--- config.mk ---
export PLATFORM = sky130hd
export DESIGN_NAME = piecewise_linear_interpolator
export DESIGN_NICKNAME = d
export VERILOG_FILES = /design/src/pli_pkg.sv /design/src/pli_table.sv /design/src/pli_div.sv /design/src/piecewise_linear_interpolator.sv
export VERILOG_INCLUDE_DIRS = /design/src /design/src/src
export SDC_FILE = /design/constraint.sdc
export NUM_CORES = 2
export LEC_CHECK = 0
export ABC_AREA = 1
export CORE_MARGIN = 2
export CORE_UTILIZATION = 40
export DETAILED_ROUTE_END_ITERATION = 8
export DONT_BUFFER_PORTS = 1
export SLEW_MARGIN = 10
export SYNTH_ARGS = -nofsm -noshare
export SYNTH_HDL_FRONTEND = slang
export SYNTH_SLANG_ARGS = --single-unit
--- constraint.sdc ---
create_clock -name clk -period 8.3 [get_ports clk]
set_input_delay 1.245 -clock clk [delete_from_list [all_inputs] [get_ports clk]]
set_output_delay 1.245 -clock clk [all_outputs]
set_load 0.02 [all_outputs]
--- src/assert_macros.svh ---
// assertion helpers shared by the rtl files
// each macro expects clk and rst to be visible where it is used
`ifndef ASSERT_MACROS_SVH
`define ASSERT_MACROS_SVH

// same-cycle implication, checked outside reset
`define ASSERT_IMP(label, ante, cons) \
  label: assert property (@(posedge clk) disable iff (rst) (ante) |-> (cons)) \
    else $error("assertion failed");

// next-cycle implication, checked outside reset
`define ASSERT_NEXT(label, ante, cons) \
  label: assert property (@(posedge clk) disable iff (rst) (ante) |=> (cons)) \
    else $error("assertion failed");

`endif

--- src/pli_pkg.sv ---
package pli_pkg;

  localparam int DATA_W = 32;
  localparam int CFG_W  = 5;
  localparam int IDX_W  = 4;
  localparam int PROD_W = 2 * DATA_W;

  // item kinds
  localparam logic MODE_LOAD  = 1'b0;
  localparam logic MODE_QUERY = 1'b1;

  // one breakpoint as held in the table memory
  typedef struct packed {
    logic signed [DATA_W-1:0] x;
    logic signed [DATA_W-1:0] y;
  } entry_t;

  // divider status toward the controller
  typedef struct packed {
    logic busy;
    logic done;
  } div_status_t;

endpackage

--- src/pli_table.sv ---
module pli_table #(
  parameter int DEPTH = 16
) (
  input  logic                          clk,
  input  logic                          we,
  input  logic [$clog2(DEPTH)-1:0]      waddr,
  input  pli_pkg::entry_t               wdata,
  input  logic [$clog2(DEPTH)-1:0]      raddr,
  output pli_pkg::entry_t               rdata
);
  import pli_pkg::*;

  entry_t mem [DEPTH];

  // one write port, one registered read port
  always_ff @(posedge clk) begin
    if (we) begin
      mem[waddr] <= wdata;
    end
    rdata <= mem[raddr];
  end

endmodule

--- src/pli_div.sv ---
`include "assert_macros.svh"

module pli_div (
  input  logic                          clk,
  input  logic                          rst,
  input  logic                          start,
  input  logic [pli_pkg::PROD_W-1:0]    dividend,
  input  logic [pli_pkg::DATA_W-1:0]    divisor,
  output logic [pli_pkg::DATA_W-1:0]    quotient,
  output pli_pkg::div_status_t          status
);
  import pli_pkg::*;

  localparam int STEP_W = $clog2(DATA_W);

  logic [DATA_W-1:0] rem;
  logic [DATA_W-1:0] low;
  logic [DATA_W-1:0] div;
  logic [STEP_W-1:0] cnt;
  logic              busy;
  logic              done;
  logic [DATA_W:0]   trial;
  logic              fits;

  // restoring step: shift in one dividend bit, subtract when it fits
  assign trial = {rem, low[DATA_W-1]};
  assign fits  = trial >= {1'b0, div};

  // control: one quotient bit per cycle
  always_ff @(posedge clk) begin
    if (rst) begin
      busy <= 1'b0;
      done <= 1'b0;
      cnt  <= '0;
    end else begin
      done <= 1'b0;
      if (start) begin
        busy <= 1'b1;
        cnt  <= STEP_W'(DATA_W - 1);
      end else if (busy) begin
        cnt <= cnt - STEP_W'(1);
        if (cnt == '0) begin
          busy <= 1'b0;
          done <= 1'b1;
        end
      end
    end
  end

  // datapath: high half starts as the partial remainder, below the divisor
  always_ff @(posedge clk) begin
    if (start) begin
      rem <= dividend[PROD_W-1:DATA_W];
      low <= dividend[DATA_W-1:0];
      div <= divisor;
    end else if (busy) begin
      rem <= fits ? DATA_W'(trial - {1'b0, div}) : trial[DATA_W-1:0];
      low <= {low[DATA_W-2:0], fits};
    end
  end

  assign quotient    = low;
  assign status.busy = busy;
  assign status.done = done;

  `ASSERT_NEXT(a_start_busy, start, busy)
  `ASSERT_NEXT(a_last_step_done, busy && cnt == '0 && !start, done && !busy)

endmodule

--- src/piecewise_linear_interpolator.sv ---
// piecewise linear interpolation table
//
// input channel (in_valid / in_stall): a load item (mode 0) writes one
// breakpoint pair into the table and gives no result; a query item (mode 1)
// gives one result on the output channel (out_valid / out_stall).
// entries_in_use is set through cfg_we / cfg_wdata; the user must write it only
// while the block idles, as the block itself does not enforce this.
// a load writes the table on its transfer; the next item can follow at once.
// a query reads entries 0 and 1 to find the table order, then scans the n
// entries in use (one table read per cycle), sets up the differences,
// multiplies, runs the bit-serial divide and loads the output register;
// the next item is taken once the result is in the output register.
// queries that end without interpolation finish earlier.
// the table memory's single read port serialises the scan.
//
// the result sits in an output register; the block takes new items while it
// waits. when the receiver stalls with a result pending, the next query holds
// its result until the register frees up.
// reset clears the control state and entries_in_use; table contents stay
// unknown until loaded.
`include "assert_macros.svh"

module piecewise_linear_interpolator #(
  parameter int TABLE_DEPTH = 16
) (
  input  logic                              clk,
  input  logic                              rst,
  input  logic                              cfg_we,
  input  logic [pli_pkg::CFG_W-1:0]         cfg_wdata,
  input  logic                              in_valid,
  output logic                              in_stall,
  input  logic                              mode,
  input  logic [pli_pkg::IDX_W-1:0]         entry_index,
  input  logic signed [pli_pkg::DATA_W-1:0] point_x,
  input  logic signed [pli_pkg::DATA_W-1:0] point_y,
  input  logic signed [pli_pkg::DATA_W-1:0] query_x,
  output logic                              out_valid,
  input  logic                              out_stall,
  output logic signed [pli_pkg::DATA_W-1:0] estimate,
  output logic                              in_range
);
  import pli_pkg::*;

  localparam int ADDR_W = $clog2(TABLE_DEPTH);
  localparam int CNT_W  = $clog2(TABLE_DEPTH + 1);

  localparam logic [2:0] S_IDLE = 3'd0;
  localparam logic [2:0] S_RD0  = 3'd1;
  localparam logic [2:0] S_RD1  = 3'd2;
  localparam logic [2:0] S_SCAN = 3'd3;
  localparam logic [2:0] S_PREP = 3'd4;
  localparam logic [2:0] S_MUL  = 3'd5;
  localparam logic [2:0] S_DIV  = 3'd6;
  localparam logic [2:0] S_OUT  = 3'd7;

  localparam logic signed [DATA_W-1:0] EST_MAX = {1'b0, {(DATA_W-1){1'b1}}};
  localparam logic signed [DATA_W-1:0] EST_MIN = {1'b1, {(DATA_W-1){1'b0}}};

  logic [2:0]               state;
  logic [CFG_W-1:0]         entries_in_use;
  logic [CNT_W-1:0]         n_eff;
  logic                     acc;
  logic                     out_free;

  logic                     mem_we;
  logic [ADDR_W-1:0]        mem_waddr;
  entry_t                   mem_wdata;
  logic [ADDR_W-1:0]        mem_raddr;
  entry_t                   mem_rdata;

  logic signed [DATA_W-1:0] q;
  logic signed [DATA_W-1:0] x_first;
  logic                     asc;
  logic [ADDR_W-1:0]        issue_idx;
  logic [CNT_W-1:0]         issue_left;
  logic                     rd_pend;
  logic                     rd_first;
  logic                     rd_last;
  logic                     hit;

  logic signed [DATA_W-1:0] lo_x;
  logic signed [DATA_W-1:0] lo_y;
  logic signed [DATA_W-1:0] hi_x;
  logic signed [DATA_W-1:0] hi_y;
  logic [DATA_W:0]          dx;
  logic [DATA_W:0]          dq;
  logic [DATA_W:0]          dy;
  logic [DATA_W:0]          dy_abs;
  logic                     bad;
  logic [DATA_W-1:0]        mag_dy;
  logic [DATA_W-1:0]        dq_r;
  logic [DATA_W-1:0]        dx_r;
  logic                     dy_neg;

  logic                     div_start;
  logic [PROD_W-1:0]        product;
  logic [DATA_W-1:0]        quo;
  div_status_t              div_st;
  logic [DATA_W+1:0]        step_val;
  logic [DATA_W+1:0]        sum;
  logic signed [DATA_W-1:0] sum_sat;

  logic signed [DATA_W-1:0] res_est;
  logic                     res_ok;

  // configuration register
  always_ff @(posedge clk) begin
    if (rst) begin
      entries_in_use <= '0;
    end else if (cfg_we) begin
      entries_in_use <= cfg_wdata;
    end
  end

  // breakpoints in use, capped at the table depth
  assign n_eff = (32'(entries_in_use) > TABLE_DEPTH) ? CNT_W'(TABLE_DEPTH)
                                                     : CNT_W'(entries_in_use);

  // handshake
  assign in_stall = (state != S_IDLE);
  assign acc      = in_valid && !in_stall;
  assign out_free = !out_valid || !out_stall;

  // table write on a load transfer
  assign mem_we          = acc && (mode == MODE_LOAD) && (32'(entry_index) < TABLE_DEPTH);
  assign mem_waddr       = ADDR_W'(entry_index);
  assign mem_wdata.x     = point_x;
  assign mem_wdata.y     = point_y;

  // read address per state
  always_comb begin
    case (state)
      S_RD0:   mem_raddr = ADDR_W'(1);
      S_SCAN:  mem_raddr = issue_idx;
      default: mem_raddr = '0;
    endcase
  end

  pli_table #(
    .DEPTH (TABLE_DEPTH)
  ) u_table (
    .clk   (clk),
    .we    (mem_we),
    .waddr (mem_waddr),
    .wdata (mem_wdata),
    .raddr (mem_raddr),
    .rdata (mem_rdata)
  );

  // scan compare on the entry that just came back
  assign hit = rd_pend && (mem_rdata.x > q);

  // interpolation setup differences
  assign dx     = {hi_x[DATA_W-1], hi_x} - {lo_x[DATA_W-1], lo_x};
  assign dq     = {q[DATA_W-1], q} - {lo_x[DATA_W-1], lo_x};
  assign dy     = {hi_y[DATA_W-1], hi_y} - {lo_y[DATA_W-1], lo_y};
  assign dy_abs = dy[DATA_W] ? -dy : dy;
  assign bad    = dx[DATA_W] || (dx == '0) || dq[DATA_W];

  // multiply feeds the divider's registers directly
  assign product   = PROD_W'(mag_dy) * PROD_W'(dq_r);
  assign div_start = (state == S_MUL);

  pli_div u_div (
    .clk      (clk),
    .rst      (rst),
    .start    (div_start),
    .dividend (product),
    .divisor  (dx_r),
    .quotient (quo),
    .status   (div_st)
  );

  // final sum with saturation
  assign step_val = dy_neg ? -{2'b00, quo} : {2'b00, quo};
  assign sum      = {{2{lo_y[DATA_W-1]}}, lo_y} + step_val;
  always_comb begin
    if (sum[DATA_W+1:DATA_W-1] == 3'b000 || sum[DATA_W+1:DATA_W-1] == 3'b111) begin
      sum_sat = sum[DATA_W-1:0];
    end else if (sum[DATA_W+1]) begin
      sum_sat = EST_MIN;
    end else begin
      sum_sat = EST_MAX;
    end
  end

  // controller state
  always_ff @(posedge clk) begin
    if (rst) begin
      state   <= S_IDLE;
      rd_pend <= 1'b0;
    end else begin
      case (state)
        S_IDLE: begin
          if (acc && mode == MODE_QUERY) begin
            state <= (n_eff < CNT_W'(2)) ? S_OUT : S_RD0;
          end
        end
        S_RD0: begin
          state <= S_RD1;
        end
        S_RD1: begin
          rd_pend <= 1'b0;
          state   <= S_SCAN;
        end
        S_SCAN: begin
          rd_pend <= (issue_left != '0);
          if (rd_pend) begin
            if (hit) begin
              state <= rd_first ? S_OUT : S_PREP;
            end else if (rd_last) begin
              state <= S_OUT;
            end
          end
        end
        S_PREP: begin
          state <= bad ? S_OUT : S_MUL;
        end
        S_MUL: begin
          state <= S_DIV;
        end
        S_DIV: begin
          if (div_st.done) begin
            state <= S_OUT;
          end
        end
        S_OUT: begin
          if (out_free) begin
            state <= S_IDLE;
          end
        end
        default: begin
          state <= S_IDLE;
        end
      endcase
    end
  end

  // datapath registers
  always_ff @(posedge clk) begin
    case (state)
      S_IDLE: begin
        q       <= query_x;
        res_est <= '0;
        res_ok  <= 1'b0;
      end
      S_RD0: begin
        x_first <= mem_rdata.x;
      end
      S_RD1: begin
        asc        <= x_first < mem_rdata.x;
        issue_idx  <= (x_first < mem_rdata.x) ? '0 : ADDR_W'(n_eff - CNT_W'(1));
        issue_left <= n_eff;
      end
      S_SCAN: begin
        // issue the next read
        if (issue_left != '0) begin
          issue_idx  <= asc ? issue_idx + ADDR_W'(1) : issue_idx - ADDR_W'(1);
          issue_left <= issue_left - CNT_W'(1);
          rd_first   <= (issue_left == n_eff);
          rd_last    <= (issue_left == CNT_W'(1));
        end
        // judge the entry that came back
        if (rd_pend) begin
          if (hit) begin
            hi_x <= mem_rdata.x;
            hi_y <= mem_rdata.y;
            if (rd_first) begin
              res_est <= mem_rdata.y;
              res_ok  <= 1'b1;
            end
          end else begin
            lo_x <= mem_rdata.x;
            lo_y <= mem_rdata.y;
          end
        end
      end
      S_PREP: begin
        mag_dy <= dy_abs[DATA_W-1:0];
        dy_neg <= dy[DATA_W];
        dq_r   <= dq[DATA_W-1:0];
        dx_r   <= dx[DATA_W-1:0];
        if (bad) begin
          res_est <= lo_y;
          res_ok  <= 1'b1;
        end
      end
      S_DIV: begin
        if (div_st.done) begin
          res_est <= sum_sat;
          res_ok  <= 1'b1;
        end
      end
      default: begin
      end
    endcase
  end

  // output register
  always_ff @(posedge clk) begin
    if (rst) begin
      out_valid <= 1'b0;
    end else if (state == S_OUT && out_free) begin
      out_valid <= 1'b1;
    end else if (!out_stall) begin
      out_valid <= 1'b0;
    end
  end

  always_ff @(posedge clk) begin
    if (state == S_OUT && out_free) begin
      estimate <= res_est;
      in_range <= res_ok;
    end
  end

  `ASSERT_NEXT(a_query_busy, acc && mode == MODE_QUERY, in_stall)
  `ASSERT_NEXT(a_load_free, acc && mode == MODE_LOAD, !in_stall)
  `ASSERT_IMP(a_div_done_state, div_st.done, state == S_DIV)
  `ASSERT_IMP(a_div_start_idle, div_start, !div_st.busy)

endmodule
==> impl_metrics.toml <==
[outcome]
status = "completed"

[final_layout]
final_cell_mix = "2,488 x inv_1, 2,262 x nand2_1, 1,487 x edfxtp_1"
drive_gt1_share_pct = 5.01
syn2layout_area_growth_pct = 9.59
design_area_um2 = 117000
mostFrequentLayoutCell = "inv_1"
top_register = "u_table.mem"
largest_reg_flops = 1024
stdcell_count = 14700
final_nets = 12500
final_util_pct = 44.0
num-fill-cells = 25400
top_regs = "u_table.mem x1024, u_table.rdata x64"

[synth]
synth-seq-area-share_pct = 43.2
synthTopCellsByArea = "edfxtp_1 42%, fa_1 17%, inv_1 8.7%"
yosys.area.top_type = "edfxtp_1"
postSynth.asyncResetShare_pct = 0
syn_inst = 11100
synth_top_area_share_pct = 41.7
yosysWarnings = 0
ys.flop_type = "edfxtp_1"
synth_cell_types = 62
synthesis.nets = 12600
synth_enable_flop_cells = 1487
syn-cell-area_um2 = 107000
syn-mean-instance-area_um2 = 9.66
ys_ff_latch = 1568

[critical_path]
cp-end-kind = "flip-flop"
crit_top_cell = "fa_1"
reg2reg_depth = 27
crit_start = "mag_dy[9]"
crit_end = "u_div.rem[29]"
cp.arrival_ps = 8650
crit_type = "reg -> reg"
rr_startpoint = "mag_dy[9]"
path_depth = 27
max_stage_delay_ps = 620
r2r_end = "u_div.rem[29]"
crit_required_ps = 8890
cpLargestDelayFamily = "adder cells"
cp_slowest_cell = "fa_1"
worst-path-buf-inv = 5
cp_max_fo = 18
reg2reg_slack_ps = 240
start_kind = "flip-flop"

[route]
drc = 0
routed_via_density = 5.08
first_iter_violations = 5960
num_vias = 74800
ant_nets = 0
wl_um = 305000
drt-pass1-iter-count = 6
wire_per_inst_um = 20.7

[clock_network]
cts_hold_buf = 0
path_clk_slew_ps = 60
clock_latency_ps = 870
cts_root_buf = "clkbuf_16"
cts_inserted_buffers = 167
htreeDepth = 4
cts_buffer_depth = 3
cts_num_sinks = 1568
cts_tree = "done"

[die]
pin_count = 146
core-area_um2 = 267000
fp.dieH_um = 522
rows = 190
start_util_pct = 40.1
die_w_um = 522
die_area_um2 = 272000

[timing]
period_needed_ps = 8060
finalSetupTns_ps = 0
rsz0062_at_grt = "no"
worst_pin_slew_ps = 1190
clock.fmax_mhz = 124
relSlewSlack_pct = 20.6
period_share_pct = 97.1
fin_skew_ps = 93.6
setup-violations-final = 0
hold_viol_final = 0
drv_slew = 0

[global_routing]
grt_pass1_vias = 76100
antenna_found_initial = 49
grt_first_pass_wirelength_um = 468000
overflow = 0
grt_usage_pct = 22.5
grt_max_degree = 242

[place]
dp.cells = 14400
placed_area_um2 = 112000
io_buffers = 0
routabilityCongestion = 0.933
dpl.hpwl_um = 222000

[hold_path]
whs_path_depth = 0
hp-class = "reg -> reg"

[flow_run]
drv_cap = 0
==> kinds of logic (layout without fill, tap and decap cells) <==
logic type / Yosys count / after routing / share of synthesized area (%)
xor+xnor: 225 / 225 / 1.86
simple gates: 3124 / 3124 / 11.9
compound gates: 1718 / 1718 / 8.81
flops: 1568 / 1568 / 43.2
fa+ha+maj: 1399 / 1399 / 22.6
mux: 128 / 128 / 1.20
other cells: 0 / 11 / 0
buf+inv: 2934 / 3002 / 10.4
==> synthesized netlist by cell type (3+ instances only) <==
library cell,instances
a211oi_1,5
xor2_1,129
nor2_1,415
nand3_2,31
clkbuf_1,376
o21bai_1,24
inv_1,2491
nand3_1,201
mux2i_1,128
o21ai_1,9
o211ai_1,13
ha_1,497
o221ai_1,133
o2111ai_1,4
edfxtp_1,1487
nand4_1,52
buf_2,27
nor4_1,19
xnor2_1,93
a21boi_0,5
o21ai_0,872
a21o_1,25
and2_1,4
fa_1,902
dfxtp_1,81
a31oi_1,29
nor3_1,43
nand3b_1,37
inv_2,7
buf_1,9
buf_6,3
nand2_1,2265
buf_4,17
nor2_4,3
o21a_1,12
buf_12,3
nand2_2,40
and3_1,3
a21oi_1,568
o31ai_1,3
==> final cells by class <==
class                      count  area [um2]  share of cell area, %
clock buffer                 219        4470                   3.81
clock inverter                93        1010                  0.862
timing repair buffer         191        1890                   1.61
tap                         3552        4440                   3.78
inverter                    2499        9400                   8.00
antenna                       11        27.5                 0.0234
multi-input combinational   6594       50000                   42.5
sequential                  1568       46300                   39.4
==> how the worst min path moves through the flow <==
| stage | startpoint | endpoint |
|---|---|---|
| 2_1_floorplan | res_est[0] | estimate[0] |
| 3_3_place_gp | res_est[19] | estimate[19] |
| 3_5_place_dp | res_est[26] | estimate[26] |
| 4_1_cts | dx_r[18] | u_div.div[18] |
| 5_1_grt | dx_r[15] | u_div.div[15] |
| 6_report | dx_r[18] | u_div.div[18] |
==> metrics by stage <==
step	hold WS, ps	setup slack (ps)
final	364	241
after global routing	364	15.9
after CTS	352	21.1
after detailed placement	405	-270
after global placement	403	-214
after floorplan	400	1410
==> what timing repair did <==
action                     in CTS  in global routing
resized for setup               1                  4
setup buffers                   0                 15
setup endpoints to repair       3                 10
==> routing by layer <==
| layer | wire (um) | GRT usage [%] | vias to the layer above |
|---|---|---|---|
| met5 | 228 | 0 | - |
| met4 | 7610 | 5.93 | 34 |
| met3 | 20800 | 4.30 | 424 |
| met2 | 146000 | 37.6 | 2103 |
| met1 | 131000 | 30.0 | 37000 |
| li1 | - | - | 35200 |
Power is left out: the tool's default activity adds up to more than one toggle a clock period on the data nets, which glitch-free logic cannot reach.
